## src/design/ailp_pkg.sv

```systemverilog
package ailp_pkg;

    // Parse phase of the character scanner
    typedef enum logic [2:0] {
        PH_FIRST  = 3'd0,
        PH_DEC    = 3'd1,
        PH_BFIRST = 3'd2,
        PH_BASED  = 3'd3,
        PH_AFTERB = 3'd4,
        PH_ESTART = 3'd5,
        PH_EFIRST = 3'd6,
        PH_EXP    = 3'd7
    } phase_t;

    // Controller states
    typedef enum logic [1:0] {
        CS_ACCEPT = 2'd0,
        CS_SCALE  = 2'd1,
        CS_OUT    = 2'd2
    } ctrl_state_t;

    typedef logic [2:0] status_t;

    localparam status_t STAT_OK        = 3'd0;
    localparam status_t STAT_BAD_FIRST = 3'd1;
    localparam status_t STAT_DEC_POINT = 3'd2;
    localparam status_t STAT_BAD_BASE  = 3'd3;
    localparam status_t STAT_NEG_EXP   = 3'd4;
    localparam status_t STAT_OVERFLOW  = 3'd5;

    localparam logic [7:0] CH_HASH  = 8'h23;
    localparam logic [7:0] CH_COLON = 8'h3A;
    localparam logic [7:0] CH_UPE   = 8'h45;
    localparam logic [7:0] CH_LOWE  = 8'h65;
    localparam logic [7:0] CH_MINUS = 8'h2D;
    localparam logic [7:0] CH_PLUS  = 8'h2B;
    localparam logic [7:0] CH_UNDER = 8'h5F;
    localparam logic [7:0] CH_DOT   = 8'h2E;
    localparam logic [7:0] CH_ZERO  = 8'h30;
    localparam logic [7:0] CH_NINE  = 8'h39;
    localparam logic [7:0] CH_UPA   = 8'h41;
    localparam logic [7:0] CH_UPF   = 8'h46;
    localparam logic [7:0] CH_LOWA  = 8'h61;
    localparam logic [7:0] CH_LOWF  = 8'h66;

    localparam logic [4:0] NO_DIGIT  = 5'd16;
    localparam logic [4:0] BASE_TEN  = 5'd10;

    // Controller to datapath
    typedef struct packed {
        logic take;   // character transfer this cycle
        logic scale;  // one exponent scaling step
        logic load;   // load result register, restart parse
    } dp_cmd_t;

    // Datapath to controller
    typedef struct packed {
        logic scale_done;
    } dp_stat_t;

endpackage

```

## src/design/ailp_ctrl.sv

```systemverilog
module ailp_ctrl (
    input  logic              aclk,
    input  logic              aresetn,
    input  logic              s_valid,
    input  logic              s_is_last,
    output logic              s_ready,
    input  logic              m_ready,
    output logic              m_valid,
    output ailp_pkg::dp_cmd_t cmd,
    input  ailp_pkg::dp_stat_t stat
);
    import ailp_pkg::*;

    ctrl_state_t state_reg, state_next;
    logic        m_valid_reg, m_valid_next;

    always_ff @(posedge aclk) begin
        if (!aresetn) begin
            state_reg   <= CS_ACCEPT;
            m_valid_reg <= 1'b0;
        end else begin
            state_reg   <= state_next;
            m_valid_reg <= m_valid_next;
        end
    end

    always_comb begin
        state_next = state_reg;
        s_ready    = 1'b0;
        cmd        = '0;
        unique case (state_reg)
            CS_ACCEPT: begin
                s_ready  = 1'b1;
                cmd.take = s_valid;
                if (s_valid && s_is_last) begin
                    state_next = CS_SCALE;
                end
            end
            CS_SCALE: begin
                cmd.scale = 1'b1;
                if (stat.scale_done) begin
                    state_next = CS_OUT;
                end
            end
            CS_OUT: begin
                if (!m_valid_reg || m_ready) begin
                    cmd.load   = 1'b1;
                    state_next = CS_ACCEPT;
                end
            end
            default: begin
                state_next = CS_ACCEPT;
            end
        endcase

        if (cmd.load) begin
            m_valid_next = 1'b1;
        end else if (m_ready) begin
            m_valid_next = 1'b0;
        end else begin
            m_valid_next = m_valid_reg;
        end
    end

    assign m_valid = m_valid_reg;

endmodule

```

## src/design/ailp_dp.sv

```systemverilog
module ailp_dp #(
    parameter int RESULT_WIDTH = 32,
    parameter int EXP_WIDTH    = 16
) (
    input  logic                  aclk,
    input  logic                  aresetn,
    input  logic [7:0]            s_char_in,
    input  ailp_pkg::dp_cmd_t     cmd,
    output ailp_pkg::dp_stat_t    stat,
    output logic [30:0]           m_value,
    output ailp_pkg::status_t     m_status
);
    import ailp_pkg::*;

    localparam int AW = RESULT_WIDTH - 1;   // accumulator width, LIMIT = all ones
    localparam int SW = AW + 6;             // product plus digit
    localparam int EW = EXP_WIDTH;
    localparam int XW = EW + 5;             // exponent times ten plus digit

    function automatic logic [4:0] digit_of(input logic [7:0] c);
        logic [4:0] d;
        if (c >= CH_ZERO && c <= CH_NINE) begin
            d = 5'(c - CH_ZERO);
        end else if (c >= CH_UPA && c <= CH_UPF) begin
            d = 5'(c - CH_UPA) + 5'd10;
        end else if (c >= CH_LOWA && c <= CH_LOWF) begin
            d = 5'(c - CH_LOWA) + 5'd10;
        end else begin
            d = NO_DIGIT;
        end
        return d;
    endfunction

    phase_t        phase_reg, phase_next;
    logic [AW-1:0] acc_reg, acc_next;
    logic [4:0]    base_reg, base_next;
    logic [EW-1:0] exp_reg, exp_next;
    status_t       err_reg, err_next;
    logic          halt_reg, halt_next;
    logic [30:0]   value_reg, value_next;
    status_t       status_reg;

    logic [4:0]    digit;
    logic          dig10, in_base, is_delim, is_exp;
    logic [3:0]    addend;
    logic [SW-1:0] mac;
    logic          mac_ovf;
    logic [XW-1:0] emac;
    logic          emac_sat;
    logic          bad_end;
    logic [62:0]   acc_wide;
    logic [62:0]   limit_wide;

    always_ff @(posedge aclk) begin
        if (!aresetn || cmd.load) begin
            phase_reg <= PH_FIRST;
            acc_reg   <= '0;
            base_reg  <= BASE_TEN;
            exp_reg   <= '0;
            err_reg   <= STAT_OK;
            halt_reg  <= 1'b0;
        end else begin
            phase_reg <= phase_next;
            acc_reg   <= acc_next;
            base_reg  <= base_next;
            exp_reg   <= exp_next;
            err_reg   <= err_next;
            halt_reg  <= halt_next;
        end
    end

    // result payload
    always_ff @(posedge aclk) begin
        if (cmd.load) begin
            value_reg  <= value_next;
            status_reg <= err_reg;
        end
    end

    always_comb begin
        digit    = digit_of(s_char_in);
        dig10    = digit < 5'd10;
        in_base  = digit < base_reg;
        is_delim = (s_char_in == CH_HASH) || (s_char_in == CH_COLON);
        is_exp   = (s_char_in == CH_UPE) || (s_char_in == CH_LOWE);

        // shared multiply-add: acc * base + digit (digit zero while scaling)
        addend   = cmd.scale ? 4'd0 : digit[3:0];
        mac      = SW'(acc_reg) * SW'(base_reg) + SW'(addend);
        mac_ovf  = |mac[SW-1:AW];

        emac     = XW'(exp_reg) * XW'(5'd10) + XW'(digit[3:0]);
        emac_sat = |emac[XW-1:EW];

        bad_end  = (phase_reg == PH_FIRST) || (phase_reg == PH_BFIRST) ||
                   (phase_reg == PH_ESTART) || (phase_reg == PH_EFIRST);

        acc_wide   = 63'(acc_reg);
        limit_wide = 63'({AW{1'b1}});
        if (err_reg == STAT_OK) begin
            value_next = acc_wide[30:0];
        end else if (err_reg == STAT_OVERFLOW) begin
            value_next = limit_wide[30:0];
        end else begin
            value_next = '0;
        end

        phase_next = phase_reg;
        acc_next   = acc_reg;
        base_next  = base_reg;
        exp_next   = exp_reg;
        err_next   = err_reg;
        halt_next  = halt_reg;
        stat.scale_done = 1'b0;

        if (cmd.take && err_reg == STAT_OK && !halt_reg) begin
            unique case (phase_reg)
                PH_FIRST: begin
                    if (dig10) begin
                        acc_next   = AW'(digit[3:0]);
                        phase_next = PH_DEC;
                    end else begin
                        err_next = STAT_BAD_FIRST;
                    end
                end
                PH_DEC: begin
                    if (dig10) begin
                        if (mac_ovf) err_next = STAT_OVERFLOW;
                        else         acc_next = mac[AW-1:0];
                    end else if (s_char_in == CH_UNDER) begin
                        acc_next = acc_reg;
                    end else if (is_delim) begin
                        if (acc_reg < AW'(2) || acc_reg > AW'(16)) begin
                            err_next = STAT_BAD_BASE;
                        end else begin
                            base_next  = acc_reg[4:0];
                            acc_next   = '0;
                            phase_next = PH_BFIRST;
                        end
                    end else if (s_char_in == CH_DOT) begin
                        err_next = STAT_DEC_POINT;
                    end else if (is_exp) begin
                        phase_next = PH_ESTART;
                    end else begin
                        halt_next = 1'b1;
                    end
                end
                PH_BFIRST: begin
                    if (in_base) begin
                        acc_next   = AW'(digit[3:0]);
                        phase_next = PH_BASED;
                    end else begin
                        err_next = STAT_BAD_FIRST;
                    end
                end
                PH_BASED: begin
                    if (in_base) begin
                        if (mac_ovf) err_next = STAT_OVERFLOW;
                        else         acc_next = mac[AW-1:0];
                    end else if (s_char_in == CH_UNDER) begin
                        acc_next = acc_reg;
                    end else if (is_delim) begin
                        phase_next = PH_AFTERB;
                    end else if (s_char_in == CH_DOT) begin
                        err_next = STAT_DEC_POINT;
                    end else begin
                        halt_next = 1'b1;
                    end
                end
                PH_AFTERB: begin
                    if (is_exp) phase_next = PH_ESTART;
                    else        halt_next  = 1'b1;
                end
                PH_ESTART: begin
                    if (s_char_in == CH_MINUS) begin
                        err_next = STAT_NEG_EXP;
                    end else if (s_char_in == CH_PLUS) begin
                        phase_next = PH_EFIRST;
                    end else if (dig10) begin
                        exp_next   = EW'(digit[3:0]);
                        phase_next = PH_EXP;
                    end else begin
                        err_next = STAT_BAD_FIRST;
                    end
                end
                PH_EFIRST: begin
                    if (dig10) begin
                        exp_next   = EW'(digit[3:0]);
                        phase_next = PH_EXP;
                    end else begin
                        err_next = STAT_BAD_FIRST;
                    end
                end
                PH_EXP: begin
                    if (dig10) begin
                        exp_next = emac_sat ? {EW{1'b1}} : emac[EW-1:0];
                    end else if (s_char_in != CH_UNDER) begin
                        halt_next = 1'b1;
                    end
                end
                default: begin
                    halt_next = 1'b1;
                end
            endcase
        end

        // end of literal: missing-digit check, then one base multiply per cycle
        if (cmd.scale) begin
            priority if (err_reg != STAT_OK) begin
                stat.scale_done = 1'b1;
            end else if (bad_end) begin
                err_next        = STAT_BAD_FIRST;
                stat.scale_done = 1'b1;
            end else if (exp_reg == '0 || acc_reg == '0) begin
                stat.scale_done = 1'b1;
            end else if (mac_ovf) begin
                err_next        = STAT_OVERFLOW;
                stat.scale_done = 1'b1;
            end else begin
                acc_next = mac[AW-1:0];
                exp_next = exp_reg - EW'(1);
            end
        end
    end

    assign m_value  = value_reg;
    assign m_status = status_reg;

endmodule

```

## src/design/ada_integer_literal_parser.sv

```systemverilog
// Sequence: a character that is not last is taken on its transfer. After the last
//   character, a scaling pass with k multiplies by the base (k <= exponent and
//   at most about RESULT_WIDTH before overflow), a load once the output is free, then m_valid.
// Throughput: 1 character per cycle while accepting; after the last character, intake
//   stops until its result is loaded, as the shared accumulator multiply-add does the scaling.
// Reset: synchronous, active-low aresetn clears parse state and controller.
module ada_integer_literal_parser #(
    parameter int RESULT_WIDTH = 32,
    parameter int EXP_WIDTH    = 16
) (
    input  logic              aclk,
    input  logic              aresetn,
    // character input channel
    input  logic              s_valid,
    output logic              s_ready,
    input  logic [7:0]        s_char_in,
    input  logic              s_is_last,
    // result channel
    output logic              m_valid,
    input  logic              m_ready,
    output logic [30:0]       m_value,
    output ailp_pkg::status_t m_status
);
    import ailp_pkg::*;

    // Command/status bundle between the sequencer and the datapath:
    //   take  - a character transfer; the character is decoded and folded into
    //           the accumulator (digit), base, or exponent in the same cycle.
    //   scale - one step of the end-of-literal pass: checks for a missing
    //           digit, then multiplies the accumulator by the base once per
    //           cycle while the exponent count and the accumulator are nonzero.
    //   load  - the result register is free; capture value/status and restart
    //           the parse for the next literal.
    dp_cmd_t  cmd;
    dp_stat_t stat;

    ailp_ctrl u_ctrl (
        .aclk      (aclk),
        .aresetn   (aresetn),
        .s_valid   (s_valid),
        .s_is_last (s_is_last),
        .s_ready   (s_ready),
        .m_ready   (m_ready),
        .m_valid   (m_valid),
        .cmd       (cmd),
        .stat      (stat)
    );

    // Datapath: character decode, accumulator with one shared multiply-add,
    // saturating exponent, sticky error code and the result register.
    ailp_dp #(
        .RESULT_WIDTH (RESULT_WIDTH),
        .EXP_WIDTH    (EXP_WIDTH)
    ) u_dp (
        .aclk      (aclk),
        .aresetn   (aresetn),
        .s_char_in (s_char_in),
        .cmd       (cmd),
        .stat      (stat),
        .m_value   (m_value),
        .m_status  (m_status)
    );

`ifndef SYNTHESIS
    // The last character stops intake until its result has been loaded.
    a_stop_after_last: assert property (@(posedge aclk) disable iff (!aresetn)
        (s_valid && s_ready && s_is_last) |=> !s_ready)
        else $error("input taken while literal end is being processed");

    // A result is only loaded into a free output register.
    a_load_free: assert property (@(posedge aclk) disable iff (!aresetn)
        cmd.load |-> (!m_valid || m_ready))
        else $error("result register overwritten before transfer");

    // Parse errors other than overflow report a zero value.
    a_err_zero: assert property (@(posedge aclk) disable iff (!aresetn)
        (m_valid && m_status != STAT_OK && m_status != STAT_OVERFLOW)
        |-> (m_value == '0))
        else $error("nonzero value reported with a parse error");
`endif

endmodule

```

## config.mk

```make
export PLATFORM = sky130hd
export DESIGN_NAME = ada_integer_literal_parser
export DESIGN_NICKNAME = d
export VERILOG_FILES = /design/src/design/ailp_pkg.sv /design/src/design/ailp_ctrl.sv /design/src/design/ailp_dp.sv /design/src/design/ada_integer_literal_parser.sv
export SDC_FILE = /design/constraint.sdc
export NUM_CORES = 1
export LEC_CHECK = 0
export ABC_AREA = 1
export BUFFER_PORTS_ARGS = -buffer_cell sky130_fd_sc_hd__buf_2
export CORE_MARGIN = 5
export CORE_UTILIZATION = 46
export DETAILED_ROUTE_END_ITERATION = 7
export SETUP_SLACK_MARGIN = 0.5
export SYNTH_ARGS = -nofsm -noshare
export SYNTH_HDL_FRONTEND = slang
export SYNTH_SLANG_ARGS = --single-unit
```

## constraint.sdc

```tcl
create_clock -name aclk -period 6.8 [get_ports aclk]
set_input_delay 0.34 -clock aclk [delete_from_list [all_inputs] [get_ports aclk]]
set_output_delay 0.34 -clock aclk [all_outputs]
set_load 0.03 [all_outputs]
```

==> results of run 1 <==
[final cells by class]
type / count / area, µm²
clock inverters: 7 / 70.1
fillers: 2878 / 14000
well taps: 378 / 473
repair buffers: 63 / 353
flip-flops and latches: 96 / 2260
clock buffers: 9 / 225
multi-input cells: 1411 / 9140
inverters: 344 / 1300
[stage by stage]
stage / utilization [%] / setup slack, ns / total power, mW
global placement: 48.5 / 0.815 / 0.912
finish: 49.6 / 0.902 / 1.44
floorplan: - / 1.81 / 0.828
detailed placement: 48.5 / 0.747 / 0.912
global route: 49.6 / 0.564 / 1.50
CTS: 49.6 / 0.928 / 1.44
[power breakdown]
part	internal (mW)	total (mW)	switching, mW
Sequential	0.608	0.629	0.0210
Clock	0.260	0.532	0.272
Combinational	0.0792	0.277	0.198
Total	0.947	1.44	0.492
[worst max-delay path, stage by stage (launching register included)]
cell and delay (ns):
dfxtp_1 0.71, buf_4 0.34, nand2_1 0.10, fa_1 0.51, inv_1 0.05, fa_1 0.52
fa_1 0.51, ha_1 0.38, nand2_1 0.12, nor2_1 0.33, nand4_1 0.23, nand3_2 0.20
nand2_1 0.12, nand2_1 0.11, nand2_1 0.05, nand2_1 0.08, nand2_1 0.09, nor2_4 0.29
nand2_2 0.10, buf_4 0.32, nand2_2 0.36, nand2_1 0.12, a21oi_2 0.15
[path summary, 6_finish.rpt]
| path | end | slack (ns) | cells after the start |
|---|---|---|---|
| hold reg to reg | u_dp.m_status[2] | 0.55 | 0 |
| hold / removal | u_ctrl.m_valid | 0.25 | 3 |
| setup reg to reg | u_dp.acc_reg[19] | 0.90 | 22 |
| setup / recovery | u_dp.acc_reg[19] | 0.90 | 22 |
[logic make-up (layout without fill, tap and decap cells)]
logic type | Yosys count | in the layout | share of synthesized area [%]
adder cells (fa/ha/maj) | 208 | 208 | 25.4
buffers and inverters | 409 | 423 | 12.4
AO/OA/AOI/OAI | 306 | 306 | 13.2
AND/OR/NAND/NOR | 837 | 837 | 27.6
flip-flops | 96 | 96 | 17.4
XOR/XNOR | 60 | 60 | 4.04
[layout by cell type (no fill, tap or decap), types with 3 or more instances in the layout]
cell type,Yosys,final
dfxtp_1,62,61
o21bai_1,3,3
o21ai_1,10,10
nand2_4,5,5
xnor2_1,17,17
a21o_1,5,5
and3_1,3,3
nand3_2,15,15
edfxtp_1,34,34
nand2_1,566,565
buf_4,3,15
nand2_2,13,14
o211ai_1,7,7
nand3b_1,4,4
o21ai_0,99,99
clkinv_1,4,4
nor2_1,106,104
a211oi_1,5,5
xor2_1,43,43
buf_2,13,48
a21oi_1,136,136
nor2_2,6,7
inv_2,9,9
nand4_1,13,13
o22ai_1,3,3
fa_1,93,93
a21oi_2,11,11
nor4_1,8,8
a31oi_1,10,10
clkbuf_16,0,9
inv_1,329,329
nand3_1,65,65
o21ai_2,5,5
ha_1,115,115
inv_6,1,4
nor3_1,20,20
[what timing repair did]
item | 4_1_cts | 5_1_grt
gates resized for setup | 0 | 1
setup endpoints to repair | 0 | 12
hold buffers | 0 | 0
[layer usage]
metal	GRT usage (%)	wire length, µm	vias to the layer above
met5	0	0	-
met4	5.35	602	0
met3	2.46	2600	39
met2	37.6	16500	390
met1	37.6	18800	5923
li1	-	-	6059
==> results.md, run 1 <==
- Status: completed
- Starting DRT DRC Count: 896
- Area Growth Syn to Fin: 6.31%
- GRT Overall Usage: 24.6%
- Worst-path fanout max: 46
- PwrDens: 104 mW/mm²
- Syn nets: 2137
- Post-synth top area share: 16.3%
- Die H: 178 µm
- CTS Buf Count: 9
- TritonCTS clock tree: yes
- Die area: 0.0317 mm²
- Placed insts: 2292
- First-pass GRT wire length: 61900 µm
- Critical path arrival: 6.19 ns
- Die width: 178 µm
- HP Start: aresetn
- I/O Buffers: 48
- Synth Register Bits: 96
- Post-DP Area: 0.0135 mm²
- Critical setup path kind: reg2reg
- Share of layout cells above drive strength 1: 8.24%
- Primary FF master, synth: dfxtp_1
- Final nets: 2146
- Synth cell types: 61
- Top post-synthesis cells by area: nand2_1, fa_1, ha_1
- Count leader, synth: nand2_1
- WP data required: 7.09 ns
- Pin count of the biggest net entering global routing: 47
- Design area: 0.0138 mm²
- Crit Reg-Reg Startpoint: u_dp.base_reg[3]
- Relative slew slack: 21.9%
- Final ANT Viol Nets: 0
- DRC: 0
- Worst-case vdd ir drop: 0.115 mV
- Sequential-to-total area share from yosys stat: 17.4%
- Vias/cell: 5.38
- Num rows: 61
- Worst Setup SP: u_dp.base_reg[3]
- Final wirelength: 38500 µm
- Startpoint Class: flop
- Vias in the first global route: 11500
- Critical Path End Type: flop
- Static leakage: 7.69 nW
- Leading area contributor after synthesis: nand2_1
- Post-synth EDFFs: 34
- Routed len/inst: 16.7 µm
- Synth cell count leaders: nand2_1, inv_1, a21oi_1, ha_1, nor2_1
- CTS max path bufs: 2
- Final GP Congestion: 0.994
- Period Utilization, post-route: 86.7%
- Layout Cells excl Fill: 2308
- Final setup TNS: 0 ns
- MaxCap Viol Count: 0
- Slew @ Worst Pin: 1.16 ns
- Clock-pin slew on the worst setup and hold paths: 0.09 ns
- Layout Skew: 0.0160 ns
- Synth Cell Area: 0.0130 mm²
- Half-perimeter wire length after placement: 30100 µm
- Total number of vias: 12400
- Detailed Routing Iterations Pass 1: 5
- Io pins: 49
- Initial Util: 46.7%
- Clock sink count: 96
- Tightest Hold Check Type: in2reg
- # diodes: 0
- Async SR Flop Fraction: 0%
- Final setup fails: 0
- Total grt overflow: 0
- Fin. max-slew vios: 0
- Hold Vio Cnt, Final: 0
- RSZ-0062 raised after global routing: false
- Post-CTS repair timing setup buffer count: 0
- Fmax achieved: 0.170 GHz
- Number of synthesis warnings: 0
- H-tree levels: 3
- Floorplan core area: 0.0279 mm²
- Antenna violations before repair: 0
- Syn_area_per_cell: 6.78 µm²
- Hold slack: 0.253 ns
- Clk Tree Root Cell: clkbuf_16
- Mapped Cells: 1916
- Clk_lat worst skew: 0.37 ns
- Clock period minus worst slack: 5.90 ns
(Power assumes the default switching activity.)
==> run 2, diff against run 1 <==
--- a/config.mk
+++ b/config.mk
@@ -6,10 +6,11 @@
 export NUM_CORES = 1
 export LEC_CHECK = 0
 export ABC_AREA = 1
-export BUFFER_PORTS_ARGS = -buffer_cell sky130_fd_sc_hd__buf_2
 export CORE_MARGIN = 5
 export CORE_UTILIZATION = 46
 export DETAILED_ROUTE_END_ITERATION = 7
+export DONT_BUFFER_PORTS = 1
+export REMOVE_ABC_BUFFERS = 1
 export SETUP_SLACK_MARGIN = 0.5
 export SYNTH_ARGS = -nofsm -noshare
 export SYNTH_HDL_FRONTEND = slang
==> results.md, run 2 (synthesized netlist as in run 1, its figures left out) <==
- Area of the multi-input gates: 0.00914 mm²
- I/O Buffers: 0
- CP Depth: 24
- Layout Cells excl Fill: 2261
- Status: completed
- Register area: 0.00226 mm²
- Routed len/inst: 16.6 µm
- Num rows: 61
- PwrDens: 105 mW/mm²
- Commonest non-fill, non-tap cell in the layout: nand2_1
- Io pins: 49
- Hold path cells: 2
- Placed insts: 2245
- MaxCap Viol Count: 0
- CP max stage delay: 0.80 ns
- Clock sink count: 96
- Crit path buf inv count: 2
- Die width: 178 µm
- Vias/cell: 5.37
- Pin count of the biggest net entering global routing: 35
- H-tree levels: 3
- CTS max path bufs: 2
- Final Power: 1.42 mW
- HP Start: aresetn
- CTS Buf Count: 9
- First-pass GRT wire length: 61300 µm
- Clock-pin slew on the worst setup and hold paths: 0.08 ns
- Die area: 0.0317 mm²
- Post-CTS Hold Buffers: 0
- Max stage delay cell, worst path: dfxtp_1
- Worst Hold End: u_ctrl.m_valid
- FILL cells: 2891
- Total number of vias: 12100
- Top Family by Delay on Critical Path: simple AND/OR/NAND/NOR gates
- Post-CTS repair timing setup buffer count: 0
- Antenna violations before repair: 0
- Final setup fails: 0
- Clk_lat worst skew: 0.37 ns
- Static leakage: 7.50 nW
- RSZ-0062 raised after global routing: false
- Critical path arrival: 6.01 ns
- Half-perimeter wire length after placement: 29600 µm
- Critical setup path kind: reg2reg
- Floorplan core area: 0.0279 mm²
- Hold Vio Cnt, Final: 0
- Final nets: 2099
- Startpoint Class: flop
- Final wirelength: 37600 µm
- Share of layout cells above drive strength 1: 5.79%
- Starting DRT DRC Count: 888
- Area Growth Syn to Fin: 4.48%
- Detailed Routing Iterations Pass 1: 7
- Total grt overflow: 0
- Die H: 178 µm
- Fmax achieved: 0.173 GHz
- Vias in the first global route: 11600
- WP data required: 7.03 ns
- FF-to-FF End: u_dp.acc_reg[5]
- GRT Overall Usage: 24.2%
- TritonCTS clock tree: yes
- Initial Util: 46.7%
- Critical Path End Type: flop
- Clock period minus worst slack: 5.78 ns
- Final GP Congestion: 0.953
- Relative slew slack: 25.1%
- Clk Tree Root Cell: clkbuf_16
- # diodes: 0
- Worst-path fanout max: 19
- Final setup TNS: 0 ns
- Worst-case vdd ir drop: 0.102 mV
- DRC: 0
- Worst reg-to-reg setup slack: 1.02 ns
- Worst Setup SP: u_dp.base_reg[4]
- Crit-path most repeated cell: nand2_1
- Crit Reg-Reg Startpoint: u_dp.base_reg[4]
- Slew @ Worst Pin: 1.12 ns
- CP cell instances: buf_4, nand2_1, fa_1, inv_1, fa_1, fa_1, ha_1, nand2_1, nor2_1, nand2_1, nor4_1, nand2_1, nand2_1, nand2_1, nand2_1, nand2_1, nor2_4, nand2_1, nand2_1, nand3_4, nand2_1, nand2_1, nand2_1, a21oi_1
- Tightest Hold Check Type: in2reg
- Layout Skew: 0.00879 ns
- Commonest cells after routing, fill and taps aside: nand2_1, inv_1, a21oi_1
- Fin. max-slew vios: 0
- Period Utilization, post-route: 85.0%
- Final ANT Viol Nets: 0
- Reg2Reg Depth: 24
[run 2: changes by cell type in the layout (fill, tap and decap cells not counted), sizes merged]
cell / previous run / this run
clkbuf: 9 / 11
inv: 344 / 341
buf: 63 / 16
clkinvlp: 1 / 2
[run 2: worst max-delay path by stage]
stage                            endpoint  slack (ns)
after floorplan           u_dp.exp_reg[1]        0.48
after global placement    u_dp.exp_reg[6]        0.75
after detailed placement  u_dp.acc_reg[1]        0.67
after CTS                 u_dp.acc_reg[1]        1.03
after global routing      u_dp.acc_reg[4]        0.51
final                     u_dp.acc_reg[5]        1.02
[run 2: report_power, final]
part	internal [mW]	switching, mW
clock	0.273	0.264
combinational	0.0715	0.167
sequential	0.609	0.0353
[run 2: repair_timing]
action,in CTS,in global routing
endpoints found under the setup margin,0,1
hold endpoints to repair,0,0
resized for setup,0,1
[run 2: through the flow]
step | cell area (µm²) | worst slack [ns] | hold slack (ns) | utilization (%)
after floorplan | 12700 | 0.479 | 0.454 | -
after detailed placement | 13300 | 0.667 | 0.507 | 47.7
after global routing | 13600 | 0.511 | 0.128 | 48.7
after CTS | 13600 | 1.03 | 0.119 | 48.7
final | 13600 | 1.02 | 0.122 | 48.7
after global placement | 13300 | 0.752 | 0.485 | 47.7
[run 2: area by class of cell]
class / count / area share, %
inverters: 344 / 9.57
clock buffers: 11 / 1.87
clock inverters: 5 / 0.267
repair buffers: 16 / 0.884
flip-flops and latches: 96 / 16.7
well taps: 378 / 3.48
multi-input cells: 1411 / 67.3
[run 2: layer usage]
layer	track usage, %	part of all wire [%]
met4	5.35	1.5
met1	34.9	48
met5	0	0
met3	3.48	5.6
met2	38.4	45
